==> src/rtl/uhu_pkg.sv <==
// Shared constants, types and helpers for the universal hash unit.
// No dependencies; imported by every module of the block.
package uhu_pkg;

    localparam int KEY_BITS        = 32;
    localparam int BYTE_BITS       = 8;
    localparam int KEY_BYTES       = KEY_BITS / BYTE_BITS;
    localparam int TAB_DEPTH       = 1024;
    localparam int TAB_AW          = 10;
    localparam int BANK_DEPTH      = 256;
    localparam int BANK_AW         = 8;
    localparam int TAB_BANKS       = TAB_DEPTH / BANK_DEPTH;
    localparam int BANK_SEL_W      = TAB_AW - BANK_AW;
    localparam int OUT_BITS_W      = 6;
    localparam int BLOCK_COUNT_DEF = 4;
    localparam int PADDR_W         = 4;

    localparam logic [1:0] MODE_TAB   = 2'd0;
    localparam logic [1:0] MODE_MULSH = 2'd1;
    localparam logic [1:0] MODE_TOP   = 2'd2;

    localparam logic [1:0] REG_HASH_MODE   = 2'd0;
    localparam logic [1:0] REG_OUT_BITS    = 2'd1;
    localparam logic [1:0] REG_MULT_FACTOR = 2'd2;
    localparam logic [1:0] REG_ADD_OFFSET  = 2'd3;

    localparam logic [OUT_BITS_W-1:0] OUT_BITS_RST = 6'd16;
    localparam logic [OUT_BITS_W-1:0] OUT_BITS_MAX = 6'd32;

    // control word that travels with a hash transaction
    typedef struct packed {
        logic                  valid;
        logic [1:0]            mode;
        logic [OUT_BITS_W-1:0] n_bits;
    } t_stage_ctl;

    // clamp the programmed width to the key width
    function automatic logic [OUT_BITS_W-1:0] eff_bits(input logic [OUT_BITS_W-1:0] n);
        eff_bits = (n > OUT_BITS_MAX) ? OUT_BITS_MAX : n;
    endfunction

endpackage

==> src/rtl/uhu_hash_final.sv <==
// Last two pipeline stages: mode select with the b-add, then the
// upper-bits shift or low-bits mask into the result register. Depends on uhu_pkg.
module uhu_hash_final
    import uhu_pkg::*;
(
    input  logic                i_clk,
    input  logic                i_rst_n,
    input  t_stage_ctl          i_ctl,
    input  logic [KEY_BITS-1:0] i_tab_word,
    input  logic [KEY_BITS-1:0] i_prod,
    input  logic [KEY_BITS-1:0] i_add_offset,
    input  logic [KEY_BITS-1:0] i_key,
    output logic                o_valid,
    output logic [KEY_BITS-1:0] o_hash_value
);

    logic                  r_s3_valid;
    logic                  r_s3_upper;
    logic [OUT_BITS_W-1:0] r_s3_n;
    logic [KEY_BITS-1:0]   r_s3_word;
    logic                  n_s3_upper;
    logic [KEY_BITS-1:0]   n_s3_word;

    logic                  r_valid;
    logic [KEY_BITS-1:0]   r_hash_value;
    logic [KEY_BITS-1:0]   n_hash_value;
    logic [OUT_BITS_W-1:0] w_shamt;

    always_comb begin
        case (i_ctl.mode)
            MODE_TAB: begin
                n_s3_word  = i_tab_word;
                n_s3_upper = 1'b0;
            end
            MODE_MULSH: begin
                n_s3_word  = i_prod + i_add_offset;
                n_s3_upper = 1'b1;
            end
            MODE_TOP: begin
                n_s3_word  = i_key;
                n_s3_upper = 1'b1;
            end
            default: begin
                n_s3_word  = '0;
                n_s3_upper = 1'b0;
            end
        endcase
    end

    always_ff @(posedge i_clk) begin
        if (!i_rst_n) begin
            r_s3_valid <= 1'b0;
        end else begin
            r_s3_valid <= i_ctl.valid;
        end
        r_s3_upper <= n_s3_upper;
        r_s3_n     <= i_ctl.n_bits;
        r_s3_word  <= n_s3_word;
    end

    // width 0 shifts by 32 and masks with 0, so both paths give zero
    assign w_shamt = OUT_BITS_MAX - r_s3_n;

    always_comb begin
        if (r_s3_upper) begin
            n_hash_value = r_s3_word >> w_shamt;
        end else begin
            n_hash_value = r_s3_word & ~({KEY_BITS{1'b1}} << r_s3_n);
        end
    end

    always_ff @(posedge i_clk) begin
        if (!i_rst_n) begin
            r_valid <= 1'b0;
        end else begin
            r_valid <= r_s3_valid;
        end
        r_hash_value <= n_hash_value;
    end

    assign o_valid      = r_valid;
    assign o_hash_value = r_hash_value;

endmodule

==> config.mk <==
export PLATFORM = sky130hd
export DESIGN_NAME = uhu_hash_final
export DESIGN_NICKNAME = d
export VERILOG_FILES = /design/src/rtl/uhu_pkg.sv /design/src/rtl/uhu_hash_final.sv
export SDC_FILE = /design/constraint.sdc
export NUM_CORES = 1
export LEC_CHECK = 0
export BUFFER_PORTS_ARGS = -buffer_cell sky130_fd_sc_hd__buf_2
export CAP_MARGIN = 10
export CORE_MARGIN = 4
export CORE_UTILIZATION = 53
export CTS_CLUSTER_DIAMETER = 100
export DETAILED_ROUTE_END_ITERATION = 10
export PLACE_DENSITY = 0.82
export REMOVE_ABC_BUFFERS = 1
export SKIP_LAST_GASP = 1
export SYNTH_ARGS = -nofsm -noshare
export SYNTH_HDL_FRONTEND = slang
export SYNTH_SLANG_ARGS = --single-unit
==> constraint.sdc <==
create_clock -name i_clk -period 3.7 [get_ports i_clk]
set_input_delay 0.37 -clock i_clk [delete_from_list [all_inputs] [get_ports i_clk]]
set_output_delay 0.37 -clock i_clk [all_outputs]
set_load 0.005 [all_outputs]
Word level (Yosys, flattened, before mapping)
Index checks and enable logic that the tools add are counted.

Input port bits: 139. Logic and storage cells: 19. Output and inout bits: 33. Flip-flop bits (word level): 73.

Mux-type cells: 3. Reduce and logical (&&, ||, !) cells: 2. Bitwise logic cells: 2. Equal/unequal tests: 2. Add/sub/neg operators: 2. Shift-type cells: 2.

Operators with widths (count): 32-bit one-hot mux with 3 select lines (1); 32-bit adder (1); 32-bit bitwise AND (1); 32-bit two-way mux (1); 32-bit inverter (1); 32-bit by 6-bit left shift with 32-bit output (first input constant) (1); 32-bit by 6-bit >> shifter with 32-bit output (1); 6-bit subtractor (first input constant) (1); 2-bit by 1-bit == test with 1-bit output (second input constant) (1); 2-bit == test (second input constant) (1); 2-bit logical NOT (1); 2-bit OR reduction (1); 1-bit two-way mux (1).

Longest topological paths before layout
Gate-level depths: netlist of run 1.

Word-level depth: 4. Mapped depth: 14. Depth with buffers taken out: 10.

Worst setup path after synthesis of run 1
OpenSTA, ideal clock, no wires.

Path type: register to register. From: reg r_s3_n[0]. To: reg r_hash_value[12], in the netlist o_hash_value[12]. Clock period less this slack: 2.692 ns. Library setup time: 0.122 ns. Buffers on the path: 4. Path slack: 1.008 ns. Cell stages (with the launch flop): 12. Data required time: 3.578 ns. Data arrival time: 2.571 ns. Cells stage by stage: dfxtp_1 -> buf_2 -> buf_4 -> buf_2 -> inv_1 -> ha_1 -> ha_1 -> inv_1 -> buf_1 -> mux2i_1 -> o21ai_0 -> a221o_1.

Word-level cells in the longest chain between the ends: 4. Elaborated cells on any way between the ends: 6. Classes of those cells: add/sub (1); shift (2); mux (1); bitwise (2).

RTL lines: start: declaration (line uhu_hash_final.sv:19) `logic [OUT_BITS_W-1:0] r_s3_n;`; start signal: assignment (line uhu_hash_final.sv:57) `r_s3_n <= i_ctl.n_bits;`; parallel branches: the longest is 3 deep, another holds 6-bit subtractor; 32-bit two-way mux (*) (line uhu_hash_final.sv:65) `if (r_s3_upper) begin`; via n_hash_value[12] (line uhu_hash_final.sv:26) `logic [KEY_BITS-1:0] n_hash_value;`; end signal: assignment (line uhu_hash_final.sv:78) `r_hash_value <= n_hash_value;`; end: declaration (line uhu_hash_final.sv:25) `logic [KEY_BITS-1:0] r_hash_value;`.

Mark *: on every way through the listed nets, which the timed path passes. A chain may end at the register's enable or synchronous reset.

Final worst setup path of run 1
From: reg r_s3_n[2]. To: reg r_hash_value[12], in the netlist o_hash_value[12].

The elaborated chain is that of the path after synthesis.

==> impl_metrics.toml, run 1 <==
[final_layout]
stdcell_count = 998
nets = 1032
antenna_cells = 0
syn_to_final_growth_pct = 20.2
stdcell_area_um2 = 7010
drive_gt1_share_pct = 28.1
final_util_pct = 64.9
nFillCells = 973

[synth]
avgSynthCellArea_um2 = 8.31
async_flop_share_pct = 0
yosysSeqAreaShare_pct = 25.1
synth-edff-count = 0
synth_warnings = 0
yosys.cell_types.count = 70
synth_area_um2 = 5830
synth-main-ff-cell = "dfxtp_1"
synth_top_area_share_pct = 25.1
ys_ff_latch = 73
netlist_instances = 702
yosys-top-cells-area = "dfxtp_1 25%, ha_1 8.4%, a21oi_1 5.2%"
synth_area_leader_cell = "dfxtp_1"

[hold_path]
holdPathEnd = "r_s3_n[3]$_DFF_P_"
hold_depth = 1
hp-start = "i_ctl[3]"
hold_path_class = "input port to flop"

[power_and_ir_drop]
p_leak_nw = 3.18
power.total_mw = 2.74
ir_drop_mv = 0.314
power_density_nw_per_um2 = 391

[placement]
placed_cells = 982
io_buffers = 171
dp_hpwl_um = 14600
postPlaceCellArea_um2 = 6730
place_congestion = 0.998

[grt]
grt_max_degree = 42
grt_usage_pct = 28.0
grt_pass1_vias = 5713
antenna_found_initial = 0
grt_pass1_wl_um = 28700
grt_overflow = 0

[clock_tree]
cts.sinks = 73
cts-resized-gates = 0
path_clk_slew_ns = 0.07
cts_setup_buffers = 0
clock_path_buffers = 2
cts_tree = "done"
cts_root_buf = "clkbuf_8"
worstSkewPairLatency_ns = 0.37
h-tree-depth = 3
postCtsHoldBufs = 0
numCtsBuffers = 9

[critical_path]
r2r_cells = 7
regToRegSetupSlack_ns = 0.98
worstPathArrival_ns = 2.97
timing.critical_path.from = "r_s3_n[2]$_DFF_P_"
endpoint_kind = "flop"
crit_type = "flop to flop"
required_ns = 3.95
cp-start-kind = "flop"
cp_max_fo = 17
reg2reg_to = "o_hash_value[12]$_DFF_P_"
r2r_start = "r_s3_n[2]$_DFF_P_"

[sta]
rsz0062_at_grt = "no"
tightest_slew_ns = 0.957
slew_headroom_pct = 36.2
slew_violations = 0
finalHoldViolations = 0
setup_viol = 0
skew_ns = 0.00870
post-route-period-util_pct = 73.5
finalSetupTns_ns = 0
fin_crit_ns = 2.72
fmax_mhz = 368

[outcome]
status = "complete, no violations"

[routing]
dr_total_vias = 6159
first_pass_iters = 6
wire_per_inst_um = 18.2
first_iter_violations = 573
wl_um = 18200
ant_nets = 0
viasPerCell = 6.17
drc_errors = 0

[run]
cap_violations = 0

[floorplan]
die_y_um = 113
die_area_um2 = 12700
io_pins = 172
die_width_um = 113
rows = 38
start_util_pct = 54.0
core_area_um2 = 10800
## report_power, final
group | total, mW | switching (mW) | internal [mW]
sequential | 0.938 | 0.0677 | 0.870
combinational | 0.954 | 0.536 | 0.418
clock | 0.846 | 0.295 | 0.551
total | 2.74 | 0.898 | 1.84
## synthesized netlist by cell type (5+ instances only)
cell type and instances:
nor3_1 5, o221ai_1 7, clkbuf_8 5, a221o_1 5, nand3_1 15, buf_2 8
nand2_1 71, nor3b_1 6, a21o_1 12, a21oi_1 61, nor2b_1 11, o21ai_0 44
ha_1 39, xor2_1 11, xnor2_1 20, mux4_2 12, nand2b_1 5, a211oi_1 11
nor2_1 67, a31oi_1 12, o21ai_1 6, clkbuf_1 27, o211ai_1 5, mux2_2 8
a222oi_1 20, mux2i_1 27, o22ai_1 13, dfxtp_1 73, inv_1 18, a22oi_1 12
## worst max-delay path by stage
stage | endpoint | cells past startpoint | slack [ns]
global route | o_hash_value[10]$_DFF_P_ | 10 | 0.84
global placement | r_s3_word[28]$_DFF_P_ | 11 | 0.80
CTS | o_hash_value[12]$_DFF_P_ | 7 | 1.02
finish | o_hash_value[12]$_DFF_P_ | 7 | 0.98
detailed placement | r_s3_word[28]$_DFF_P_ | 11 | 0.77
floorplan | o_hash_value[13]$_DFF_P_ | 10 | -0.28
## sequential cells by signal, indices dropped and copies added, names as in the netlist
signal and count:
r_s3_word 32, o_valid 1, r_s3_valid 1, o_hash_value 32
r_s3_upper 1, r_s3_n 6
## worst max-delay path: stages, from the launching register on
cell and delay, ns:
dfxtp_1 0.62, inv_1 0.12, ha_1 0.34, inv_1 0.49, buf_4 0.33, mux2i_1 0.27, o21ai_0 0.10, a221o_1 0.31
## cell type report
| class | count | area, um^2 | area share, % |
|---|---|---|---|
| clock buffers | 11 | 151 | 2.16 |
| clock inverters | 5 | 125 | 1.79 |
| inverters | 18 | 67.6 | 0.964 |
| multi-input cells | 566 | 4070 | 58.0 |
| flip-flops and latches | 73 | 1460 | 20.9 |
| well taps | 140 | 175 | 2.50 |
| repair buffers | 185 | 961 | 13.7 |
## per-layer routing
metal / GRT usage (%) / routed length (um)
met5: 0 / 0
met4: 11.3 / 497
met3: 4.39 / 1770
met2: 44.9 / 8460
met1: 37.8 / 7480
## per-stage QoR
stage / hold slack [ns] / setup slack, ns
global placement: 0.422 / 0.796
floorplan: 0.398 / -0.279
finish: 0.103 / 0.980
detailed placement: 0.428 / 0.767
global route: 0.0825 / 0.839
CTS: 0.0847 / 1.02
## cell usage in the layout (no fill, tap or decap), types with 3 or more instances in the layout
master	instances
a211oi_1	11
a21o_1	12
a21oi_1	61
a221o_1	5
a222oi_1	20
a22oi_1	12
a31oi_1	12
a32o_1	4
buf_2	171
buf_4	14
bufinv_16	4
clkbuf_8	11
dfxtp_1	72
ha_1	39
inv_1	18
mux2_2	8
mux2i_1	27
mux4_2	12
nand2_1	71
nand2b_1	5
nand3_1	15
nand3b_1	3
nand4_1	4
nor2_1	67
nor2b_1	11
nor3_1	5
nor3b_1	6
o211ai_1	5
o21a_1	4
o21ai_0	44
o21ai_1	6
o221ai_1	7
o22ai_1	13
o31ai_1	3
xnor2_1	20
xor2_1	11
## cells by family (layout without fill, tap and decap cells)
| logic type | Yosys count | after routing | share of synthesized area, % |
|---|---|---|---|
| xor+xnor | 31 | 31 | 4.66 |
| buf+inv | 63 | 219 | 5.21 |
| flops | 73 | 73 | 25.1 |
| simple gates | 205 | 205 | 16.5 |
| compound gates | 243 | 243 | 29.1 |
| fa+ha+maj | 40 | 40 | 8.71 |
| mux | 47 | 47 | 10.8 |
No activity file was read; power rests on OpenSTA's default activity.
==> run 2: changes to the inputs <==
--- a/config.mk
+++ b/config.mk
@@ -5,13 +5,14 @@
 export SDC_FILE = /design/constraint.sdc
 export NUM_CORES = 1
 export LEC_CHECK = 0
+export ABC_AREA = 1
 export BUFFER_PORTS_ARGS = -buffer_cell sky130_fd_sc_hd__buf_2
 export CAP_MARGIN = 10
 export CORE_MARGIN = 4
-export CORE_UTILIZATION = 53
+export CORE_UTILIZATION = 50
 export CTS_CLUSTER_DIAMETER = 100
 export DETAILED_ROUTE_END_ITERATION = 10
-export PLACE_DENSITY = 0.82
+export PLACE_DENSITY = 0.79
 export REMOVE_ABC_BUFFERS = 1
 export SKIP_LAST_GASP = 1
 export SYNTH_ARGS = -nofsm -noshare
==> constraint.sdc (replaced) <==
create_clock -name i_clk -period 2.4 [get_ports i_clk]
set_input_delay 0.24 -clock i_clk [delete_from_list [all_inputs] [get_ports i_clk]]
set_output_delay 0.24 -clock i_clk [all_outputs]
set_load 0.005 [all_outputs]
==> impl_metrics.toml, run 2 <==
[outcome]
status = "complete, no violations"

[clock_tree]
numCtsBuffers = 9
cts_tree = "done"
h-tree-depth = 3
cts.sinks = 73
cts_root_buf = "clkbuf_16"
path_clk_slew_ns = 0.05
cts_setup_buffers = 0
clock_path_buffers = 2
cts-resized-gates = 0
worstSkewPairLatency_ns = 0.34
postCtsHoldBufs = 0

[sta]
rsz0062_at_grt = "no"
fin_crit_ns = 2.06
slew_violations = 0
setup_viol = 0
tightest_slew_ns = 0.762
post-route-period-util_pct = 85.7
hold_slack_ns = 0.00276
finalHoldViolations = 0
finalSetupTns_ns = 0
skew_ns = 0.00526
fmax_mhz = 486
slew_headroom_pct = 49.2

[power_and_ir_drop]
power_density_nw_per_um2 = 529
clockPowerShare_pct = 30.6
sequentialPowerShare_pct = 33.3
p_leak_nw = 4.45
combPwrFrac_pct = 36.1
p_sw_share_pct = 35.3
switchingPower_mw = 1.51
ir_drop_mv = 0.290
internal_power_mw = 2.76

[floorplan]
start_util_pct = 51.0
die_area_um2 = 15400
core_area_um2 = 13200
die_y_um = 124
io_pins = 172
die_width_um = 124
rows = 42

[synth]
yosys-top-cells-area = "nand2_1 23%, dfxtp_1 22%, nand3_1 9.3%"
synth-main-ff-cell = "dfxtp_1"
yosysSeqAreaShare_pct = 21.7
synth_area_um2 = 6750
ys_top_cells_by_count = "408 x nand2_1, 159 x inv_1, 126 x nand3_1"
synth_most_common_cell = "nand2_1"
synth_area_leader_cell = "nand2_1"
async_flop_share_pct = 0
synth-edff-count = 0
synth_top_area_share_pct = 22.7
netlist_instances = 1146
synth_warnings = 0
avgSynthCellArea_um2 = 5.89
ys_ff_latch = 73
yosys.cell_types.count = 38

[placement]
place_congestion = 1.01
dp_hpwl_um = 18000
io_buffers = 171

[grt]
antenna_found_initial = 0
grt_usage_pct = 28.5
grt_overflow = 0
grt_max_degree = 43
grt_pass1_wl_um = 34500
grt_pass1_vias = 7364

[hold_path]
hold_path_class = "input port to flop"

[critical_path]
worstPathArrival_ns = 2.27
required_ns = 2.61
endpoint_kind = "flop"
cp-start-kind = "flop"
crit_type = "flop to flop"
cp_max_fo = 31

[routing]
viasPerCell = 5.35
drc_errors = 0
ant_nets = 0
dr_total_vias = 7973
wire_per_inst_um = 14.6
wl_um = 21800
first_iter_violations = 587
first_pass_iters = 7

[run]
cap_violations = 0

[final_layout]
drive_gt1_share_pct = 17.6
final_common_cell = "nand2_1"
final_cell_mix = "408 x nand2_1, 171 x buf_2, 159 x inv_1"
nets = 1487
syn_to_final_growth_pct = 19.7
antenna_cells = 0
## run 2: cell types whose count changed in the layout (fill, tap and decap cells not counted), sizes merged, moves of 13 or more
cell / delta
a21o: -13
or2: +26
xnor2: -20
o22ai: -13
nand3: +111
a22o: +19
a21oi: -20
nand2: +337
a222oi: -20
o211ai: +24
inv: +146
## run 2: area by class of cell
| class | count | area (um^2) |
|---|---|---|
| inverter | 164 | 616 |
| tap | 176 | 220 |
| fill | 1374 | 5160 |
| sequential | 73 | 1460 |
| clock inverter | 3 | 40.0 |
| clock buffer | 13 | 250 |
| multi-input combinational | 868 | 4450 |
| timing repair buffer | 192 | 1040 |
## run 2: stage by stage
| stage | cells | worst slack, ns | utilization [%] | cell area (um^2) | total power, mW |
|---|---|---|---|---|---|
| after floorplan | 1105 | -1.06 | - | 6530 | 2.41 |
| after global placement | 1473 | 0.306 | 58.8 | 7790 | 2.95 |
| after detailed placement | 1473 | 0.281 | 58.8 | 7790 | 2.96 |
| after CTS | 1489 | 0.354 | 61.0 | 8080 | 4.26 |
| after global routing | 1489 | 0.169 | 61.0 | 8080 | 4.55 |
| final | 1489 | 0.342 | 61.0 | 8080 | 4.27 |
## run 2: cell families (layout without fill, tap and decap cells)
family,after synthesis,in the layout,synth area share [%]
buf+inv,205,372,12.4
fa+ha+maj,40,40,7.53
flops,73,73,21.7
xor+xnor,4,4,0.519
simple gates,642,642,39.9
compound gates,166,166,15.6
mux,16,16,2.37
## run 2: layer usage
metal | wire, um | GRT usage, % | up-vias
li1 | - | - | 4033
met1 | 8910 | 34.9 | 3523
met2 | 10300 | 48.2 | 335
met3 | 1390 | 3.95 | 82
met4 | 1170 | 15.2 | 0
met5 | 0 | 0 | -
## run 2: final timing paths
| check | endpoint | start | slack, ns | depth (start not counted) |
|---|---|---|---|---|
| min | r_s3_n[5]$_DFF_P_ | i_ctl[5] | 0.003 | 1 |
| max reg2reg | o_hash_value[3]$_DFF_P_ | r_s3_n[1]$_DFF_P_ | 0.34 | 10 |
| min reg2reg | o_valid$_SDFF_PN0_ | r_s3_valid$_SDFF_PN0_ | 0.43 | 2 |
| max | o_hash_value[3]$_DFF_P_ | r_s3_n[1]$_DFF_P_ | 0.34 | 10 |
## run 2: critical path, cell delays in order, from the launching register on
cell	delay [ns]
dfxtp_1	0.31
buf_4	0.17
nor2_4	0.17
inv_1	0.12
o21ai_0	0.15
nand2_1	0.12
inv_2	0.37
buf_4	0.23
o211ai_1	0.11
nand3_1	0.10
nand3_1	0.09
## run 2: power by group through the flow
stage               Combinational (mW)  Sequential (mW)  Clock, mW
detailed placement                1.52             1.44          0
finish                            1.54             1.42       1.31
global placement                  1.51             1.44          0
global route                      1.74             1.43       1.38
floorplan                        0.981             1.43          0
CTS                               1.53             1.42       1.32
